### config.mk
export PLATFORM = sky130hd
export DESIGN_NAME = fpa_front
export DESIGN_NICKNAME = d
export VERILOG_FILES = /design/src/sv/fixed_point_q24_8_alu_assert.svh /design/src/sv/fpa_pkg.sv /design/src/sv/fpa_front.sv
export SDC_FILE = /design/constraint.sdc
export NUM_CORES = 2
export LEC_CHECK = 0
export BUFFER_PORTS_ARGS = -buffer_cell sky130_fd_sc_hd__buf_4
export CELL_PAD_IN_SITES_DETAIL_PLACEMENT = 0
export CELL_PAD_IN_SITES_GLOBAL_PLACEMENT = 1
export CORE_UTILIZATION = 45
export CTS_CLUSTER_SIZE = 14
export DETAILED_ROUTE_END_ITERATION = 7
export GPL_TIMING_DRIVEN = 0
export PLACE_DENSITY = 0.82
export SETUP_SLACK_MARGIN = 0.5
export SYNTH_ARGS = -nofsm -noshare
export SYNTH_HDL_FRONTEND = slang
export SYNTH_SLANG_ARGS = --single-unit
### constraint.sdc
create_clock -name clk -period 7.67 [get_ports clk]
set_clock_uncertainty 0.05 [all_clocks]
set_input_delay 1.534 -clock clk [delete_from_list [all_inputs] [get_ports clk]]
set_output_delay 1.534 -clock clk [all_outputs]
set_load 0.02 [all_outputs]
### src/sv/fixed_point_q24_8_alu_assert.svh
// Assertion macros used by the ALU top module.
`ifndef FIXED_POINT_Q24_8_ALU_ASSERT_SVH
`define FIXED_POINT_Q24_8_ALU_ASSERT_SVH

// Antecedent implies consequent in the same cycle.
`define FPA_ASSERT_IMPLY(lbl, clk_s, rstn_s, ante, cons) \
  lbl: assert property (@(posedge clk_s) disable iff (!rstn_s) (ante) |-> (cons)) \
    else $error("assertion failed");

// Signal at the end of a chain implies its source a fixed number of cycles before.
`define FPA_ASSERT_PAST(lbl, clk_s, rstn_s, sink, src, dly) \
  lbl: assert property (@(posedge clk_s) disable iff (!rstn_s) (sink) |-> $past(src, dly)) \
    else $error("assertion failed");

`endif

### src/sv/fpa_pkg.sv
// ----------------------------------------------------------------------------
// fpa_pkg
// Operation codes and side-band types for the fixed-point ALU.
// ----------------------------------------------------------------------------
`timescale 1ns / 1ps
`default_nettype none
package fpa_pkg;

  typedef enum logic [3:0] {
    KIND_ADD     = 4'd0,
    KIND_SUB     = 4'd1,
    KIND_MUL     = 4'd2,
    KIND_DIV     = 4'd3,
    KIND_GT      = 4'd4,
    KIND_LT      = 4'd5,
    KIND_GE      = 4'd6,
    KIND_LE      = 4'd7,
    KIND_EQ      = 4'd8,
    KIND_NE      = 4'd9,
    KIND_MAX     = 4'd10,
    KIND_MIN     = 4'd11,
    KIND_INC     = 4'd12,
    KIND_DEC     = 4'd13,
    KIND_TOINT   = 4'd14,
    KIND_FROMINT = 4'd15
  } fpa_kind_t;

  // Result of non-divide kinds plus divide sign/fault info, carried alongside
  // the divider.
  typedef struct packed {
    logic [31:0] value;
    logic        cmp;
    logic        is_div;
    logic        neg;
    logic        dz;
  } fpa_side_t;

endpackage
`default_nettype wire

### src/sv/fpa_front.sv
// ----------------------------------------------------------------------------
// fpa_front
// Input register, simple ops, multiplier and divide operand prep (3 stages).
// ----------------------------------------------------------------------------
`timescale 1ns / 1ps
`default_nettype none
module fpa_front #(
  parameter int FRACTION_BITS = 8
) (
  input  logic                       clk,
  input  logic                       rst_n,
  input  logic                       in_valid,
  input  fpa_pkg::fpa_kind_t         in_kind,
  input  logic [31:0]                in_a,
  input  logic [31:0]                in_b,
  output logic                       out_valid,
  output fpa_pkg::fpa_side_t         out_side,
  output logic [32+FRACTION_BITS-1:0] out_dvd,
  output logic [31:0]                out_dsr
);
  import fpa_pkg::*;

  localparam int DW = 32 + FRACTION_BITS;

  // stage 1: registered request
  logic        v1_r;
  fpa_kind_t   kind1_r;
  logic [31:0] a1_r, b1_r;

  // stage 2: simple results, raw product, divide operands
  logic              v2_r, v2_nxt;
  fpa_side_t         side2_r, side2_nxt;
  logic              is_mul2_r, is_mul2_nxt;
  logic signed [63:0] prod2_r, prod2_nxt;
  logic [DW-1:0]     dvd2_r, dvd2_nxt;
  logic [31:0]       dsr2_r, dsr2_nxt;

  // stage 3: product scaled into value
  logic          v3_r;
  fpa_side_t     side3_r, side3_nxt;
  logic [DW-1:0] dvd3_r;
  logic [31:0]   dsr3_r;

  logic signed [31:0] sa, sb;
  logic [31:0]        abs_a, abs_b;

  assign sa    = $signed(a1_r);
  assign sb    = $signed(b1_r);
  assign abs_a = a1_r[31] ? (32'd0 - a1_r) : a1_r;
  assign abs_b = b1_r[31] ? (32'd0 - b1_r) : b1_r;

  // stage 2 logic
  always_comb begin
    v2_nxt           = v1_r;
    side2_nxt        = '0;
    is_mul2_nxt      = (kind1_r == KIND_MUL);
    prod2_nxt        = 64'(sa) * 64'(sb);
    dvd2_nxt         = {abs_a, {FRACTION_BITS{1'b0}}};
    dsr2_nxt         = abs_b;
    side2_nxt.is_div = (kind1_r == KIND_DIV);
    side2_nxt.neg    = a1_r[31] ^ b1_r[31];
    side2_nxt.dz     = (kind1_r == KIND_DIV) && (b1_r == 32'd0);
    case (kind1_r)
      KIND_ADD:     side2_nxt.value = a1_r + b1_r;
      KIND_SUB:     side2_nxt.value = a1_r - b1_r;
      KIND_MUL:     side2_nxt.value = '0;
      KIND_DIV:     side2_nxt.value = '0;
      KIND_GT:      side2_nxt.cmp   = sa > sb;
      KIND_LT:      side2_nxt.cmp   = sa < sb;
      KIND_GE:      side2_nxt.cmp   = sa >= sb;
      KIND_LE:      side2_nxt.cmp   = sa <= sb;
      KIND_EQ:      side2_nxt.cmp   = a1_r == b1_r;
      KIND_NE:      side2_nxt.cmp   = a1_r != b1_r;
      KIND_MAX:     side2_nxt.value = (sa > sb) ? a1_r : b1_r;
      KIND_MIN:     side2_nxt.value = (sa < sb) ? a1_r : b1_r;
      KIND_INC:     side2_nxt.value = a1_r + 32'd1;
      KIND_DEC:     side2_nxt.value = a1_r - 32'd1;
      KIND_TOINT:   side2_nxt.value = 32'(sa >>> FRACTION_BITS);
      KIND_FROMINT: side2_nxt.value = a1_r << FRACTION_BITS;
      default:      side2_nxt.value = '0;
    endcase
  end

  // stage 3 logic: drop fraction bits of the product
  always_comb begin
    side3_nxt = side2_r;
    if (is_mul2_r) begin
      side3_nxt.value = prod2_r[FRACTION_BITS+31:FRACTION_BITS];
    end
  end

  // valid chain
  always_ff @(posedge clk) begin
    if (!rst_n) begin
      v1_r <= 1'b0;
      v2_r <= 1'b0;
      v3_r <= 1'b0;
    end else begin
      v1_r <= in_valid;
      v2_r <= v2_nxt;
      v3_r <= v2_r;
    end
  end

  // payload
  always_ff @(posedge clk) begin
    kind1_r   <= in_kind;
    a1_r      <= in_a;
    b1_r      <= in_b;
    side2_r   <= side2_nxt;
    is_mul2_r <= is_mul2_nxt;
    prod2_r   <= prod2_nxt;
    dvd2_r    <= dvd2_nxt;
    dsr2_r    <= dsr2_nxt;
    side3_r   <= side3_nxt;
    dvd3_r    <= dvd2_r;
    dsr3_r    <= dsr2_r;
  end

  assign out_valid = v3_r;
  assign out_side  = side3_r;
  assign out_dvd   = dvd3_r;
  assign out_dsr   = dsr3_r;

endmodule
`default_nettype wire

; Yosys cells after proc, flatten, opt, wreduce, memory -nomap -nowiden
; Cells that the tools add are included.
[op_classes]
magnitude_cmp = 4
eq_ne = 17
n_reduce_logical = 3
n_bitwise = 1
mul = 1
n_addsub = 6
mux = 7
[op_table]
columns = op, count
row1 = case mux 32 bit (8 select lines), 1
row2 = 2-to-1 mux 32 bit, 3
row3 = "subtractor 1 x 32 -> 32 bit, first input constant", 2
row4 = 2-to-1 mux 31 bit, 2
row5 = multiplier 32 x 32 -> 40 bit, 1
row6 = "adder 32 x 1 -> 32 bit, second input constant", 1
row7 = adder 32 bit, 1
row8 = equality test 32 bit, 1
row9 = "equality test 4 bit, second input constant", 8
row10 = >= comparator 32 bit, 1
row11 = greater-than comparator 32 bit, 1
row12 = less-or-equal comparator 32 bit, 1
row13 = logical NOT 32 bit, 1
row14 = less-than comparator 32 bit, 1
row15 = inequality test 32 bit, 1
row16 = "subtractor 32 x 1 -> 32 bit, second input constant", 1
row17 = subtractor 32 bit, 1
row18 = "equality test 4 x 3 -> 1 bit, second input constant", 4
row19 = "equality test 4 x 2 -> 1 bit, second input constant", 2
row20 = case mux 1 bit (6 select lines), 1
row21 = "equality test 4 x 1 -> 1 bit, second input constant", 1
row22 = logical NOT 4 bit, 1
row23 = logical AND 1 bit, 1
row24 = bitwise XOR 1 bit, 1
[totals]
out_inout_bits = 109
wordCells = 63
regBits = 312
in_bits = 71

; Longest topological paths before layout
[depth]
ltp_word = 3
ltp_mapped = 28
depth_no_buf = 25

; Worst setup path before layout
; No wires, ideal clock.
[synth_timing]
path_type = register to register
startpoint = reg a1_r[15]
endpoint = reg prod2_r[39]
synth_period_minus_slack_ns = 7.102
path_stages_with_launch = 27
path_buffers = 3
required_time_ns = 7.491
slack_ns = 0.568
arrival_ns = 6.923
setup_time_ns = 0.129
path_cell_list = dfxtp_1 -> clkbuf_1 -> clkbuf_1 -> and2_1 -> fa_1 -> fa_1 -> inv_1 -> fa_1 -> fa_1 -> inv_1 -> fa_1 -> inv_1 -> fa_1 -> inv_1 -> fa_1 -> fa_1 -> ha_1 -> clkbuf_1 -> nand2_1 -> o21ai_0 -> a21oi_1 -> o21ai_0 -> a211oi_1 -> o21bai_1 -> a21oi_1 -> o41ai_1 -> xnor2_1
[synth_via]
elab_chain_cells = 1
[synth_lines]
columns = element, line
row1 = start: declaration, fpa_front.sv:28  ; logic [31:0] a1_r, b1_r;
row2 = start signal: assignment, fpa_front.sv:108  ; a1_r <= in_a;
row3 = multiplier 32 x 32 -> 40 bit, fpa_front.sv:57  ; prod2_nxt = 64'(sa) * 64'(sb);
row4 = named net prod2_nxt[39], fpa_front.sv:34  ; logic signed [63:0] prod2_r, prod2_nxt;
row5 = end signal: assignment, fpa_front.sv:112  ; prod2_r <= prod2_nxt;
row6 = end: declaration, fpa_front.sv:34
; The timed path passes the listed nets, and every way through them passes these cells.
; A chain may end at the register's enable or synchronous reset.

; Worst setup path after layout
[layout_timing]
startpoint = reg b1_r[26]
endpoint = reg prod2_r[39]
[layout_via]
elab_chain_cells = 1
[layout_lines]
columns = element, line
row1 = start: declaration, fpa_front.sv:28
row2 = start signal: assignment, fpa_front.sv:109  ; b1_r <= in_b;
row3 = multiplier 32 x 32 -> 40 bit, fpa_front.sv:57
row4 = named net prod2_nxt[39], fpa_front.sv:34
; The timed path passes the listed nets, and every way through them passes these cells.

==> metrics.md <==
| Metric | Value |
|---|---|
| Outcome | finished clean |
| Compound-Gate Fraction of Synth Area | 0.0775 |
| Setup slack after placement | -2.94 ns |
| Final Max Tran Viols | 0 |
| DRT Pass-1 Iters | 7 |
| Core Rows | 104 |
| Hold path depth | 0 |
| GPL Wtd Cong | 1.05 |
| Drt drc | 0 |
| Post-Syn Area | 36500 um^2 |
| Primary FF master, synth | dfxtp_1 |
| Post-Synth Simple-Gate Area | 0.154 |
| Remaining global-route overflow | 0 |
| MaxCap Viol Count | 0 |
| Number of global-route vias before repair | 31100 |
| Yosys warns | 0 |
| Ys async rst share | 0 |
| Placed Cells | 5152 |
| TritonCTS buffer count | 31 |
| Input/output buffers | 171 |
| Remaining antenna violation count | 0 |
| Post-synth EDFFs | 0 |
| Max FO, Critical Path | 10 |
| Dpl hpwl | 117000 um |
| Post-Synth XOR/XNOR Area | 0.0519 |
| Setup CP Type | flip-flop to flip-flop |
| Routed WL | 150000 um |
| DR vias | 30100 |
| Fin crit share | 0.951 |
| H-tree Lvls | 1 |
| Core Footprint | 80300 um^2 |
| Avg WL per Cell | 28.1 um |
| Pin count of the biggest net entering global routing | 16 |
| Crit. End Element | flip-flop |
| CTS root buffer | clkbuf_16 |
| Adder-cell share of the synthesized area | 0.436 |
| Share of layout cells above drive strength 1 | 0.165 |
| Nets | 5189 |
| Setup Viol. Count Final | 0 |
| Global router's overall resource usage | 0.369 |
| Worst slew pin tran | 1.34 ns |
| DIE AREA | 82200 um^2 |
| CTS tree | done |
| Fill cells | 7231 |
| Ports | 180 |
| Hold WS | 0.276 ns |
| 1st-iter DRT viols | 2986 |
| Crit path DAT | 7.74 ns |
| Final hold violations | 0 |
| Yosys reg bits | 304 |
| First-pass GRT wire length | 215000 um |
| Longest Clk Path Bufs | 3 |
| R2R depth | 20 |
| Tmin final | 7.30 ns |
| Syn-to-layout area delta | 19.2% |
| Main combinational cell family by area after synthesis | adder cells |
| Initial antenna violation count | 13 |
| Tightest Hold Check Type | flip-flop to flip-flop |
| Fmax | 0.137 GHz |
| Clock sink count | 304 |
| RSZ-0062 raised after global routing | true |
| Required time worst endpoint | 8.12 ns |
| Syn_area_per_cell | 9.32 um^2 |
| Post-synthesis cell count | 3913 |
| Non-filler instance count after layout | 5330 |
| Worst-skew pair later-pin latency | 0.63 ns |
| Startpoint types | flip-flop |
| Relative slew margins | 0.106 |
| Post-DR vias/cell | 5.66 |
| Post-synthesis mux area share | 0.0145 |
| Final WS setup | 0.372 ns |
| Die Width | 287 um |
| Synth cell types | 81 |
| Cts hold-fix bufs | 0 |
| Reg clk slew, reported paths | 0.06 ns |
| Register area share after synthesis | 0.167 |
| Starting density of the core | 0.454 |
| Height of the die | 287 um |
-- final cells by class --
| type | instances | area, um^2 | share of cell area |
|---|---|---|---|
| clock buffer | 40 | 850 | 0.0195 |
| buffer | 232 | 2760 | 0.0634 |
| clock inverter | 15 | 160 | 0.00368 |
| inverter | 720 | 2700 | 0.0622 |
| antenna | 13 | 32.5 | 0.000748 |
| sequential | 304 | 6210 | 0.143 |
| timing repair buffer | 282 | 2170 | 0.0500 |
| tap | 1060 | 1330 | 0.0305 |
| multi-input combinational | 2664 | 27300 | 0.627 |
-- metal layers --
metal / vias to the layer above / wire length [um] / track usage
met4: 4 / 11700 / 0.238
li1: 12700 / - / -
met1: 15100 / 56300 / 0.462
met2: 1910 / 63000 / 0.545
met5: - / 161 / 0.0128
met3: 521 / 18900 / 0.123
-- registers in the layout (all words and copies together) (netlist names) --
name       flops
out_side      36
out_valid      1
b1_r          32
v1_r           1
is_mul2_r      1
prod2_r       32
dvd2_r        32
v2_r           1
out_dsr       32
a1_r          32
kind1_r        4
side2_r       36
out_dvd       32
dsr2_r        32
-- cells in the final DEF (no fill, tap or decap), drive strengths merged, types with 20 or more instances in the layout --
master    n
o31ai    20
o21ai    79
clkbuf  234
a21oi   124
buf     320
or3      24
nand4    20
xnor2   174
o21a     25
mux2     36
dfxtp   304
xor2     40
ha      239
nor2    118
nand3    20
a21o     27
nand2b   27
nor3     32
a221o    21
and2    389
fa      644
inv     723
nand2   401
-- per-stage QoR --
| step | TNS (ns) | util | area, um^2 |
|---|---|---|---|
| 2_1_floorplan | 0 | - | 36500 |
| 3_3_place_gp | -34.51 | 0.487 | 39100 |
| 3_5_place_dp | -34.96 | 0.487 | 39100 |
| 4_1_cts | 0 | 0.539 | 43300 |
| 5_1_grt | 0 | 0.541 | 43500 |
| 6_report | 0 | 0.542 | 43500 |
-- cell usage after synthesis (all sizes together) (9+ instances only) --
master,instances,area (um^2)
a211oi,10,75.1
inv,718,2700
a22oi,11,82.6
a21o,27,203
nand4,20,125
o31ai,20,164
or3,24,160
ha,239,2990
a221o,21,210
o21bai,11,82.6
buf,31,174
nor2,118,443
or4,9,75.1
o21a,25,188
nor2b,11,68.8
fa,644,12900
a221oi,13,114
dfxtp,304,6090
nand2b,27,191
xor2,40,350
and2,389,2430
a21oi,124,621
nor3,32,160
mux2i,12,124
o211ai,14,105
a222oi,14,140
o21ai,79,395
nand3,20,100
nand2,401,1510
clkbuf,201,756
mux2,36,405
xnor2,174,1540
-- repair_timing --
action                     CTS  global route
setup buffers              107             3
setup endpoints to repair   27            15
resized for setup          629            43
pin swaps                   78            17
-- worst max-delay path: stages (launching register included) --
cell,delay (ns)
dfxtp_1,0.61
clkbuf_1,0.52
nand2_1,0.17
fa_1,0.57
inv_1,0.06
fa_1,0.58
fa_1,0.46
fa_1,0.48
fa_1,0.55
fa_1,0.45
fa_1,0.52
fa_1,0.42
ha_1,0.44
a21o_1,0.25
a21oi_1,0.16
nor2_1,0.06
nor2_1,0.12
o21ai_0,0.09
a21oi_1,0.25
o41ai_4,0.18
xnor2_2,0.18
-- cells by family (layout without fill, tap and decap cells) --
logic type,after synthesis,in the layout
compound gates,418,418
xor+xnor,214,214
fa+ha+maj,883,883
buf+inv,952,1289
flops,304,304
mux,48,48
other cells,1,21
simple gates,1093,1093
-- path summary, 6_finish.rpt --
check             start          end  slack [ns]
min reg2reg  dvd2_r[17]  out_dvd[17]        0.28
max            b1_r[26]  prod2_r[39]        0.37
min          dvd2_r[17]  out_dvd[17]        0.28
max reg2reg    b1_r[26]  prod2_r[39]        0.37
Power is left out: the tool's default activity adds up to more than one toggle a clock period on the data nets, which glitch-free logic cannot reach.
